### src/sv/fcl_pkg.sv
// ----------------------------------------------------------------------------
// fcl_pkg
// Shared types and constants of the fully connected layer core.
// ----------------------------------------------------------------------------
package fcl_pkg;

  // Store sizes
  localparam int MAX_INPUTS  = 1024;
  localparam int MAX_OUTPUTS = 1024;
  localparam int ACT_AW      = $clog2(MAX_INPUTS);
  localparam int ROW_AW      = $clog2(MAX_OUTPUTS);

  // Field widths
  localparam int CFG_W  = 11;   // length registers
  localparam int DATA_W = 16;   // Q8.8 activation / weight
  localparam int BIAS_W = 32;   // Q16.16 bias
  localparam int PROD_W = 32;   // Q16.16 product
  localparam int ACC_W  = 48;   // Q32.16 accumulator
  localparam int RES_W  = 32;   // Q16.16 result
  localparam int IDX_W  = 10;   // output index field

  // Operation codes (in_tuser)
  localparam logic OP_LOAD   = 1'b0;
  localparam logic OP_WEIGHT = 1'b1;

  // Configuration register indices
  localparam logic CFG_IN_LEN  = 1'b0;
  localparam logic CFG_OUT_LEN = 1'b1;

  // Control carried alongside a weight through the MAC pipeline
  typedef struct packed {
    logic              vld;       // stage holds a weight
    logic              row_end;   // last weight of its row
    logic [ROW_AW-1:0] row;       // row index
    logic              smp_end;   // last row of the sample
  } fcl_tag_t;

  // Finished neuron result
  typedef struct packed {
    logic             vld;
    logic [RES_W-1:0] value;
    logic [IDX_W-1:0] index;
    logic             last;
  } fcl_res_t;

endpackage

### src/sv/fcl_mac.sv
// ----------------------------------------------------------------------------
// fcl_mac
// Multiply-accumulate pipeline: product, 48-bit accumulation, bias add and
// saturation to Q16.16.
// ----------------------------------------------------------------------------
module fcl_mac (
  input  logic                        clk,
  input  logic                        rst_n,
  input  logic                        en,       // pipeline advance
  input  logic                        clr,      // register write clears the sum
  input  fcl_pkg::fcl_tag_t           tag,      // accepted weight control
  input  logic [fcl_pkg::DATA_W-1:0]  weight,
  input  logic [fcl_pkg::BIAS_W-1:0]  bias,
  input  logic [fcl_pkg::DATA_W-1:0]  act,      // RAM read data, aligned with stage 1
  output fcl_pkg::fcl_res_t           res
);

  fcl_pkg::fcl_tag_t                  s1_tag_r;
  logic signed [fcl_pkg::DATA_W-1:0]  s1_w_r;
  logic        [fcl_pkg::BIAS_W-1:0]  s1_bias_r;

  fcl_pkg::fcl_tag_t                  s2_tag_r;
  logic signed [fcl_pkg::PROD_W-1:0]  s2_prod_r;
  logic        [fcl_pkg::BIAS_W-1:0]  s2_bias_r;

  logic signed [fcl_pkg::ACC_W-1:0]   acc_r;
  logic signed [fcl_pkg::ACC_W-1:0]   acc_nxt;

  logic                               s3_vld_r;
  logic signed [fcl_pkg::ACC_W-1:0]   s3_sum_r;
  logic signed [fcl_pkg::BIAS_W-1:0]  s3_bias_r;
  logic        [fcl_pkg::ROW_AW-1:0]  s3_row_r;
  logic                               s3_last_r;

  logic signed [fcl_pkg::ACC_W-1:0]   tot;
  logic                               in_range;

  // Stage 1: weight waits for the activation read
  always_ff @(posedge clk) begin
    if (!rst_n) begin
      s1_tag_r <= '0;
    end else if (en) begin
      s1_tag_r <= tag;
    end
  end

  always_ff @(posedge clk) begin
    if (en) begin
      s1_w_r    <= weight;
      s1_bias_r <= bias;
    end
  end

  // Stage 2: exact Q8.8 x Q8.8 product
  always_ff @(posedge clk) begin
    if (!rst_n) begin
      s2_tag_r <= '0;
    end else if (en) begin
      s2_tag_r <= s1_tag_r;
    end
  end

  always_ff @(posedge clk) begin
    if (en) begin
      s2_prod_r <= $signed(act) * s1_w_r;
      s2_bias_r <= s1_bias_r;
    end
  end

  // Stage 3: accumulate; a row end hands its sum on and clears the sum
  assign acc_nxt = acc_r + fcl_pkg::ACC_W'(s2_prod_r);

  always_ff @(posedge clk) begin
    if (!rst_n) begin
      acc_r    <= '0;
      s3_vld_r <= 1'b0;
    end else if (clr) begin
      acc_r    <= '0;
      s3_vld_r <= 1'b0;
    end else if (en) begin
      s3_vld_r <= s2_tag_r.vld && s2_tag_r.row_end;
      if (s2_tag_r.vld) begin
        acc_r <= s2_tag_r.row_end ? '0 : acc_nxt;
      end
    end
  end

  always_ff @(posedge clk) begin
    if (en) begin
      s3_sum_r  <= acc_nxt;
      s3_bias_r <= s2_bias_r;
      s3_row_r  <= s2_tag_r.row;
      s3_last_r <= s2_tag_r.smp_end;
    end
  end

  // Bias add and clamp to signed 32 bits
  assign tot      = s3_sum_r + fcl_pkg::ACC_W'(s3_bias_r);
  assign in_range = (&tot[fcl_pkg::ACC_W-1:fcl_pkg::RES_W-1])
                 || !(|tot[fcl_pkg::ACC_W-1:fcl_pkg::RES_W-1]);

  always_comb begin
    res.vld   = s3_vld_r;
    res.index = fcl_pkg::IDX_W'(s3_row_r);
    res.last  = s3_last_r;
    if (in_range) begin
      res.value = tot[fcl_pkg::RES_W-1:0];
    end else if (tot[fcl_pkg::ACC_W-1]) begin
      res.value = {1'b1, {(fcl_pkg::RES_W-1){1'b0}}};
    end else begin
      res.value = {1'b0, {(fcl_pkg::RES_W-1){1'b1}}};
    end
  end

  // A finished row always leaves a cleared sum behind it
  a_acc_clear: assert property (@(posedge clk) disable iff (!rst_n)
    s3_vld_r |-> acc_r == '0)
    else $error("accumulator not cleared after row end");

endmodule

### config.mk
export PLATFORM = sky130hd
export DESIGN_NAME = fcl_mac
export DESIGN_NICKNAME = d
export VERILOG_FILES = /design/src/sv/fcl_pkg.sv /design/src/sv/fcl_mac.sv
export SDC_FILE = /design/constraint.sdc
export NUM_CORES = 1
export LEC_CHECK = 0
export BUFFER_PORTS_ARGS = -buffer_cell sky130_fd_sc_hd__buf_2
export CORE_ASPECT_RATIO = 0.6
export CORE_MARGIN = 5
export CORE_UTILIZATION = 60
export DETAILED_ROUTE_END_ITERATION = 12
export PLACE_DENSITY = 0.86
export SYNTH_ARGS = -nofsm -noshare
export SYNTH_HDL_FRONTEND = slang
export SYNTH_SLANG_ARGS = --single-unit
### constraint.sdc
create_clock -name clk -period 7.3 [get_ports clk]
set_input_delay 0.73 -clock clk [delete_from_list [all_inputs] [get_ports clk]]
set_output_delay 0.73 -clock clk [all_outputs]
set_load 0.005 [all_outputs]
; ---- Word level (Yosys, flattened, before mapping)
; Cells that the tools add are included.
[word_totals]
reg_bits = 278
output_inout_bits = 44
word_cells = 32
[op_classes]
bitwise = 1
add_sub_neg = 2
n_mul = 1
n_mux = 3
n_reduce_logical = 7
[ops]
columns = op, count
row1 = $add A48 B32 Y48, 2
row2 = $mux W32, 2
row3 = $mux W48, 1
row4 = $mul A16 B16 Y32, 1
row5 = $reduce_and A17 Y1, 1
row6 = $reduce_or A17 Y1, 1
row7 = $reduce_and A2 Y1, 1
row8 = $reduce_or A2 Y1, 1
row9 = $logic_and A1 B1 Y1, 1
row10 = $logic_not A1 Y1, 1
row11 = $logic_or A1 B1 Y1, 1
row12 = $not A1 Y1, 1

; ---- Logic depth before layout (Yosys ltp)
; Gate-level depths: netlist of run 1.
[logic_depth]
depth_word = 5
mapped_depth = 26
mapped_depth_nobuf = 25

; ---- Worst setup path after synthesis of run 1
; OpenSTA, ideal clock, no wires.
[synth_path]
path_kind = input-to-reg
start = in act[10] (netlist name)
end = reg s2_prod_r[31] (netlist name), data pin
t_arrival_ns = 6.269
path_buffers = 1
path_stages = 19
setup_slack_ns = 0.771
required_ns = 7.040
path_cell_list = clkbuf_1 nand2_1 fa_1 fa_1 fa_1 fa_1 inv_1 fa_1 fa_1 ha_1 a21o_1 a21oi_1 o21ai_0 o31ai_1 o31ai_1 o41a_1 a211o_1 a21oi_1 xnor2_1
[synth_between]
elab_chain_cells = 1
[synth_lines]
columns = item, line
row1 = "start, declared", fcl_mac.sv:14  ; input logic [fcl_pkg::DATA_W-1:0] act,
row2 = $mul A16 B16 Y32, fcl_mac.sv:65  ; s2_prod_r <= $signed(act) * s1_w_r;
row3 = "end signal, assigned", fcl_mac.sv:65
row4 = "end, declared", fcl_mac.sv:23  ; logic signed [fcl_pkg::PROD_W-1:0] s2_prod_r;
; Every way passes these cells.
; A chain may end at the register's enable or synchronous reset.

; ---- Worst setup path in the final report of run 1
[layout_path]
start = reg s1_w_r[1] (netlist name)
end = reg s2_prod_r[28] (netlist name), data pin
[layout_between]
elab_chain_cells = 1
[layout_lines]
columns = item, line
row1 = "start, declared", fcl_mac.sv:19  ; logic signed [fcl_pkg::DATA_W-1:0] s1_w_r;
row2 = "start signal, assigned", fcl_mac.sv:49  ; s1_w_r <= weight;
row3 = $mul A16 B16 Y32, fcl_mac.sv:65
; Every way passes these cells.

==> results of run 1 <==
placed cells by master, fill, tap and decap left out, types with 19 or more instances in the layout:
cell type    n
buf_2      123
ha_1       176
xnor2_1     82
nand4_1     20
xor2_1      42
o21bai_1    19
clkbuf_16   28
nor2b_1     35
nand2_1    178
o21ai_0     48
nor3_1      24
mux2i_1     28
nor2_1     106
a21o_1      56
nand3_1     22
and2_1     134
edfxtp_1   203
a22oi_1     40
inv_1      325
a21oi_2     32
fa_1       264
dfxtp_1     75
nand2b_1    21
a21oi_1    123
cell usage after synthesis, types with 32 or more instances:
cell	instances	area [um2]
nand2_1	178	668.1
xor2_1	42	367.9
xnor2_1	82	718.2
a21oi_2	32	280.3
a21oi_1	123	615.6
clkbuf_1	69	259.0
ha_1	176	2202
a21o_1	56	420.4
edfxtp_1	203	6096
o21ai_0	48	240.2
and2_1	134	838.3
nor2b_1	35	219.0
dfxtp_1	75	1501
inv_1	325	1220
nor2_1	107	401.6
a22oi_1	40	300.3
fa_1	264	5285
cells by family (layout without fill, tap and decap cells):
group	after synthesis	count (layout)	synth area share
XOR/XNOR	124	124	0.04521
flip-flops	278	278	0.3163
adder cells (fa/ha/maj)	440	440	0.3117
buffers and inverters	409	510	0.06667
AND/OR/NAND/NOR	597	597	0.1252
multiplexers	28	28	0.01167
AO/OA/AOI/OAI	434	434	0.1233
per-stage QoR:
| stage | hold WS (ns) | setup slack [ns] | instance area [um2] | std cells | utilization |
|---|---|---|---|---|---|
| 6_report | 0.3343 | 0.4231 | 25960 | 2933 | 0.6605 |
| 5_1_grt | 0.3148 | 0.02718 | 25960 | 2933 | 0.6605 |
| 4_1_cts | 0.3138 | 0.4180 | 25960 | 2933 | 0.6605 |
| 3_5_place_dp | 0.4045 | 0.2744 | 25040 | 2884 | 0.6370 |
| 3_3_place_gp | 0.4019 | 0.5500 | 25040 | 2884 | 0.6370 |
| 2_1_floorplan | 0.4003 | 0.7710 | 24020 | 2310 | - |
sequential cells by signal, indices dropped and copies added (netlist names):
| signal | flops |
|---|---|
| acc_r | 48 |
| s2_bias_r | 32 |
| s2_tag_r | 13 |
| s1_w_r | 16 |
| s3_row_r | 10 |
| s2_prod_r | 32 |
| s3_bias_r | 32 |
| s1_bias_r | 32 |
| s3_last_r | 1 |
| s1_tag_r | 13 |
| s3_vld_r | 1 |
| s3_sum_r | 48 |
path summary, 6_finish.rpt:
kind	endpoint	slack [ns]	depth (start not counted)
min	s1_bias_r[9]	0.33	1
max	s2_prod_r[28]	0.42	20
max reg2reg	s2_prod_r[28]	0.42	20
min reg2reg	s2_bias_r[22]	0.41	0
per-layer routing:
layer	global-route usage	vias up	routed length (um)
li1	-	7914	-
met1	0.3600	8473	23840
met2	0.4074	690	25280
met3	0.06194	112	4966
met4	0.07351	0	1470
met5	0	-	0
layout make-up:
class	instances	area [um2]
multi-input combinational	1623	14850
fill	2928	13350
sequential	278	7597
inverter	325	1220
clock buffer	36	780.7
timing repair buffer	136	720.7
tap	522	653.1
clock inverter	13	141.4
==> results.toml, run 1 <==
[worst_setup_path]
crit_start = "s1_w_r[1]"
slowest_stage = "fa_1"
path_delay_family = "adder cells"
cp_max_fo = 16
timing.critical_path.buf_inv = 3
end_kind = "register"
crit_required_ns = 7.60
cp.arrival_ns = 7.18
criticalPathCategory = "register to register"
cp_cell_sequence = "nand2_1 -> inv_1 -> fa_1 -> fa_1 -> fa_1 -> fa_1 -> fa_1 -> inv_1 -> fa_1 -> inv_1 -> ha_1 -> a21o_1 -> a21o_1 -> a21oi_1 -> nor2_1 -> a21oi_1 -> a21boi_0 -> a221oi_1 -> a311oi_1 -> xnor2_1"
start_kind = "register"
crit_top_cell = "fa_1"
critPathMaxStageDelay_ns = 0.72
r2r-start = "s1_w_r[1]"

[global_routing]
grt_pass1_vias = 18261
grt_overflow = 0
antenna_found_initial = 0
grt_pass1_wl_um = 91450
track_usage = 0.2576
grt_max_degree = 78

[timing]
setup_violations = 0
fin_skew_ns = 0.02560
finalHoldViolations = 0
slew_violations = 0
max_freq_mhz = 145.4
tightest_slew_ns = 0.9992
period_share = 0.9420
rsz0062_at_grt = "false"
slew_headroom = 0.3339
setup_tns_ns = 0
min_period_ns = 6.877

[detailed_routing]
wl_per_cell_um = 18.94
wl_um = 55560
drtPass1Iterations = 6
viasPerCell = 5.861
ant_nets = 0
drt-initial-drc-count = 1561
vias = 17189
drc = 0

[clock_network]
cts_hold_buf = 0
htree_levels = 1
ctsResizeCount = 0
clk_pin_slew_worst_paths_ns = 0.07
cts_root_buffer = "clkbuf_16"
cts.sinks = 278
cts_tree = "yes"
cts_buffer_depth = 3
cts_buffers = 27
post-cts-setup-buffer-count = 0
clk-insertion-delay-late_ns = 0.57

[die]
start_util = 0.6112
die_w_um = 268.3
ios = 125
die_h_um = 165.0
rows = 56
coreArea_um2 = 39310
dieArea_um2 = 44270

[logic_synthesis]
syn_area_per_cell_um2 = 10.40
yosys_warnings = 0
ys_seq_area_frac = 0.3163
ys.flop_type = "edfxtp_1"
synth_cell_types = 78
syn_inst = 2310
synth_edf_count = 203
netlist_area_um2 = 24020
yosys_register_bits = 278
synthesis.nets = 2831
async_flop_share = 0

[run]
max-cap-violations = 0

[hold_path]
hold_start = "bias[9]"
hold_path_class = "input port to register"

[placement]
dpl.hpwl_um = 43600
numPortBuffers = 124
globalplace.congestion = 0.9120

[run_status]
outcome = "finished, final reports clean"

[final_layout]
final_layout_size_suffix_gt1_frac = 0.09581
nets = 2912
synthToLayoutAreaGrowth_pct = 8.068
diodes = 0
Power of run 1 is left out: the tool's default activity adds up to more than one toggle a clock period on the data nets, which glitch-free logic cannot reach.
==> run 2, diff against run 1 <==
PLACE_DENSITY = 0.79   (was 0.86)
==> run 2 against run 1 <==
Highest routed layer unchanged. Non-clock buffer count unchanged. Sequential share of layout area up 0.081 points. Global-route usage down 0.21 points.
==> results.toml, run 2 (same netlist as run 1, synthesis figures left out) <==
[clock_network]
cts_tree = "yes"
post-cts-setup-buffer-count = 0
htree_levels = 1
cts_hold_buf = 0
cts_buffer_depth = 3
cts.sinks = 278
cts_buffers = 27
clk_pin_slew_worst_paths_ns = 0.08
ctsResizeCount = 0
cts_root_buffer = "clkbuf_16"
clk-insertion-delay-late_ns = 0.57

[worst_setup_path]
slowest_stage = "fa_1"
cp.arrival_ns = 7.19
reg2reg_depth = 20
path_delay_family = "adder cells"
criticalPathCategory = "register to register"
critPathMaxStageDelay_ns = 0.72
timing.critical_path.buf_inv = 3
crit_top_cell = "fa_1"
start_kind = "register"
crit_required_ns = 7.60
cp.depth = 20
end_kind = "register"
cp_cell_sequence = "nand2_1 -> inv_1 -> fa_1 -> fa_1 -> fa_1 -> fa_1 -> fa_1 -> inv_1 -> fa_1 -> inv_1 -> ha_1 -> a21o_1 -> a21o_1 -> a21oi_1 -> nor2_1 -> a21oi_1 -> a21boi_0 -> a221oi_1 -> a311oi_1 -> xnor2_1"
cp_max_fo = 16

[die]
rows = 56
start_util = 0.6112
die_w_um = 268.3
coreArea_um2 = 39310
die_h_um = 165.0
dieArea_um2 = 44270
ios = 125

[run]
max-cap-violations = 0

[detailed_routing]
drc = 0
ant_nets = 0
routed.top_layer = "met4"
viasPerCell = 5.803
drt-initial-drc-count = 1367
met3_wirelength_um = 4561
route.met2.wl_um = 24390
wl_per_cell_um = 18.76
vias = 17026
drt-met1-wl_um = 25050
drtPass1Iterations = 5
wl_um = 55040

[final_layout]
regArea_um2 = 7597
top_regs = "acc_r x48, s3_sum_r x48"
final_layout_size_suffix_gt1_frac = 0.09453
synthToLayoutAreaGrowth_pct = 7.771
nFillCells = 3061
diodes = 0
nets = 2912
final_common_cell = "inv_1"
final_cell_mix = "inv_1 (325), fa_1 (264), edfxtp_1 (203)"
multi_input_area_um2 = 14850

[placement]
globalplace.congestion = 0.8982
dpl.hpwl_um = 42680
post-place-ws_ns = 0.2768
numPortBuffers = 124

[timing]
max_freq_mhz = 145.1
setup_tns_ns = 0
setup_violations = 0
rsz0062_at_grt = "false"
period_share = 0.9441
hold_ws_ns = 0.3321
finalHoldViolations = 0
slew_headroom = 0.4104
slew_violations = 0
min_period_ns = 6.892
fin_skew_ns = 0.03154
finalWorstSetupSlack_ns = 0.4081
tightest_slew_ns = 0.8844

[global_routing]
grt_pass1_wl_um = 91290
grt_max_degree = 146
grt_pass1_vias = 17887
antenna_found_initial = 0
grt_overflow = 0
track_usage = 0.2555

[hold_path]
hold_path_depth = 1
hold_path_class = "input port to register"

[run_status]
outcome = "finished, final reports clean"
## run 2: cell types whose count changed in the layout (fill, tap and decap cells not counted), sizes merged
| cell | previous run | this run |
|---|---|---|
| clkinv | 7 | 10 |
| inv | 328 | 326 |
| bufinv | 2 | 1 |
| clkinvlp | 1 | 2 |
## run 2: worst reg2reg max path: cells and delay by family (launching register included)
family	cells	cell delay, ns
xor gates and xnor gates	1	0.10
AOI/OAI and AO/OA	7	1.78
buffers and inverters	3	0.21
adders and majority gates	7	3.52
DFF	1	0.70
and+or+nand+nor	2	0.33
## run 2: metrics by stage
stage                     area, um2  cells    util
after floorplan               24020   2310       -
after global placement        25050   2884  0.6373
after detailed placement      25050   2884  0.6373
after CTS                     25890   2934  0.6586
after global routing          25890   2934  0.6586
final                         25890   2934  0.6586
## run 2: final timing paths
| check | startpoint | endpoint | slack [ns] |
|---|---|---|---|
| worst max register to register | s1_w_r[1] | s2_prod_r[28] | 0.41 |
| worst min register to register | s1_bias_r[19] | s2_bias_r[19] | 0.42 |
| worst max-delay path | s1_w_r[1] | s2_prod_r[28] | 0.41 |
| worst min-delay path | bias[14] | s1_bias_r[14] | 0.33 |
## run 2: layer usage
layer	GRT usage	up-vias
li1	-	7921
met3	0.05092	87
met4	0.05094	0
met1	0.3810	8384
met5	0	-
met2	0.3951	634
## run 2: cell type report
cell class / instances / area share
well taps: 522 / 0.02523
multi-input cells: 1623 / 0.5735
clock inverters: 14 / 0.004205
repair buffers: 136 / 0.02832
inverters: 325 / 0.04712
flip-flops and latches: 278 / 0.2934
clock buffers: 36 / 0.02818
Power of run 2 is left out for the same reason.
==> run 3, diff against run 2 <==
PLACE_DENSITY = 0.78   (was 0.79)
==> run 3 against run 2 <==
Non-clock buffer count up 1. Register-to-register slack improved by 0.02 ns. Final cell count barely moved. First-iteration DRC count up 16%. Fmax up 0.26%.
==> results.toml, run 3 (same netlist as run 1, synthesis figures left out) <==
[global_routing]
antenna_found_initial = 0
grt_max_degree = 77
track_usage = 0.2584
grt_overflow = 0
grt_pass1_wl_um = 91760
grt_pass1_vias = 17940

[die]
dieArea_um2 = 44270
rows = 56
die_h_um = 165.0
coreArea_um2 = 39310
die_w_um = 268.3
start_util = 0.6112
ios = 125

[clock_network]
cts.sinks = 278
clk-insertion-delay-late_ns = 0.57
post-cts-setup-buffer-count = 0
cts_tree = "yes"
cts_hold_buf = 0
cts_root_buffer = "clkbuf_16"
cts_buffer_depth = 3
ctsResizeCount = 0
cts_buffers = 26
clk_pin_slew_worst_paths_ns = 0.07
htree_levels = 1

[run]
max-cap-violations = 0

[timing]
fin_skew_ns = 0.03762
finalHoldViolations = 0
setup_tns_ns = 0
max_freq_mhz = 145.5
rsz0062_at_grt = "false"
period_share = 0.9416
slew_headroom = 0.2355
setup_violations = 0
tightest_slew_ns = 1.143
slew_violations = 0
min_period_ns = 6.874

[detailed_routing]
viasPerCell = 5.842
wl_per_cell_um = 18.88
drt-initial-drc-count = 1580
wl_um = 55380
vias = 17135
drc = 0
ant_nets = 0
drtPass1Iterations = 6

[final_layout]
final_cell_mix = "inv_1 (325), fa_1 (264), edfxtp_1 (203)"
diodes = 0
nets = 2912
nFillCells = 3005
final_common_cell = "inv_1"
top_regs = "acc_r x48, s3_sum_r x48"
fin_util = 0.6593
final_layout_size_suffix_gt1_frac = 0.09457
synthToLayoutAreaGrowth_pct = 7.886

[worst_setup_path]
cp.arrival_ns = 7.15
crit_top_cell = "fa_1"
end_kind = "register"
start_kind = "register"
crit_start = "s1_w_r[1]"
timing.critical_path.buf_inv = 3
r2r-start = "s1_w_r[1]"
cp_cell_sequence = "nand2_1 -> inv_1 -> fa_1 -> fa_1 -> fa_1 -> fa_1 -> fa_1 -> inv_1 -> fa_1 -> inv_1 -> ha_1 -> a21o_1 -> a21o_1 -> a21oi_1 -> nor2_1 -> a21oi_1 -> a21boi_0 -> a221oi_1 -> a311oi_1 -> xnor2_1"
slowest_stage = "fa_1"
path_delay_family = "adder cells"
criticalPathCategory = "register to register"
crit_required_ns = 7.58
critPathMaxStageDelay_ns = 0.72
cp_max_fo = 16

[placement]
globalplace.congestion = 0.9587
dpl.hpwl_um = 43810
numPortBuffers = 124

[run_status]
outcome = "finished, final reports clean"

[hold_path]
hold_path_class = "input port to register"
hold_start = "bias[15]"
[run 3: stage by stage]
step | worst slack [ns] | cell area [um2] | cells | hold slack [ns]
3_5_place_dp | 0.3129 | 25050 | 2885 | 0.4045
3_3_place_gp | 0.5415 | 25050 | 2885 | 0.4015
2_1_floorplan | 0.7710 | 24020 | 2310 | 0.4003
6_report | 0.4262 | 25920 | 2933 | 0.3359
4_1_cts | 0.4776 | 25920 | 2933 | 0.3136
5_1_grt | 0.006634 | 25920 | 2933 | 0.3148
[run 3: worst paths after layout]
| path | slack [ns] | depth (start not counted) | endpoint |
|---|---|---|---|
| hold / removal | 0.34 | 1 | s1_bias_r[15] |
| hold reg to reg | 0.41 | 0 | s3_bias_r[19] |
| setup reg to reg | 0.43 | 20 | s2_prod_r[28] |
| setup / recovery | 0.43 | 20 | s2_prod_r[28] |
[run 3: routing by layer]
layer,global-route usage,wire length (um)
met5,0,0
met4,0.06467,1459
met3,0.04899,4196
met2,0.3998,24270
met1,0.3814,25450
[run 3: area by class of cell]
class	instances	area, um2	area share
Clock buffer	36	718.2	0.02771
Clock inverter	12	152.6	0.005890
Inverter	325	1220	0.04707
Multi-Input combinational cell	1623	14850	0.5729
Sequential cell	278	7597	0.2931
Tap cell	522	653.1	0.02520
Timing Repair Buffer	137	728.2	0.02810
Power of run 3 is left out for the same reason.
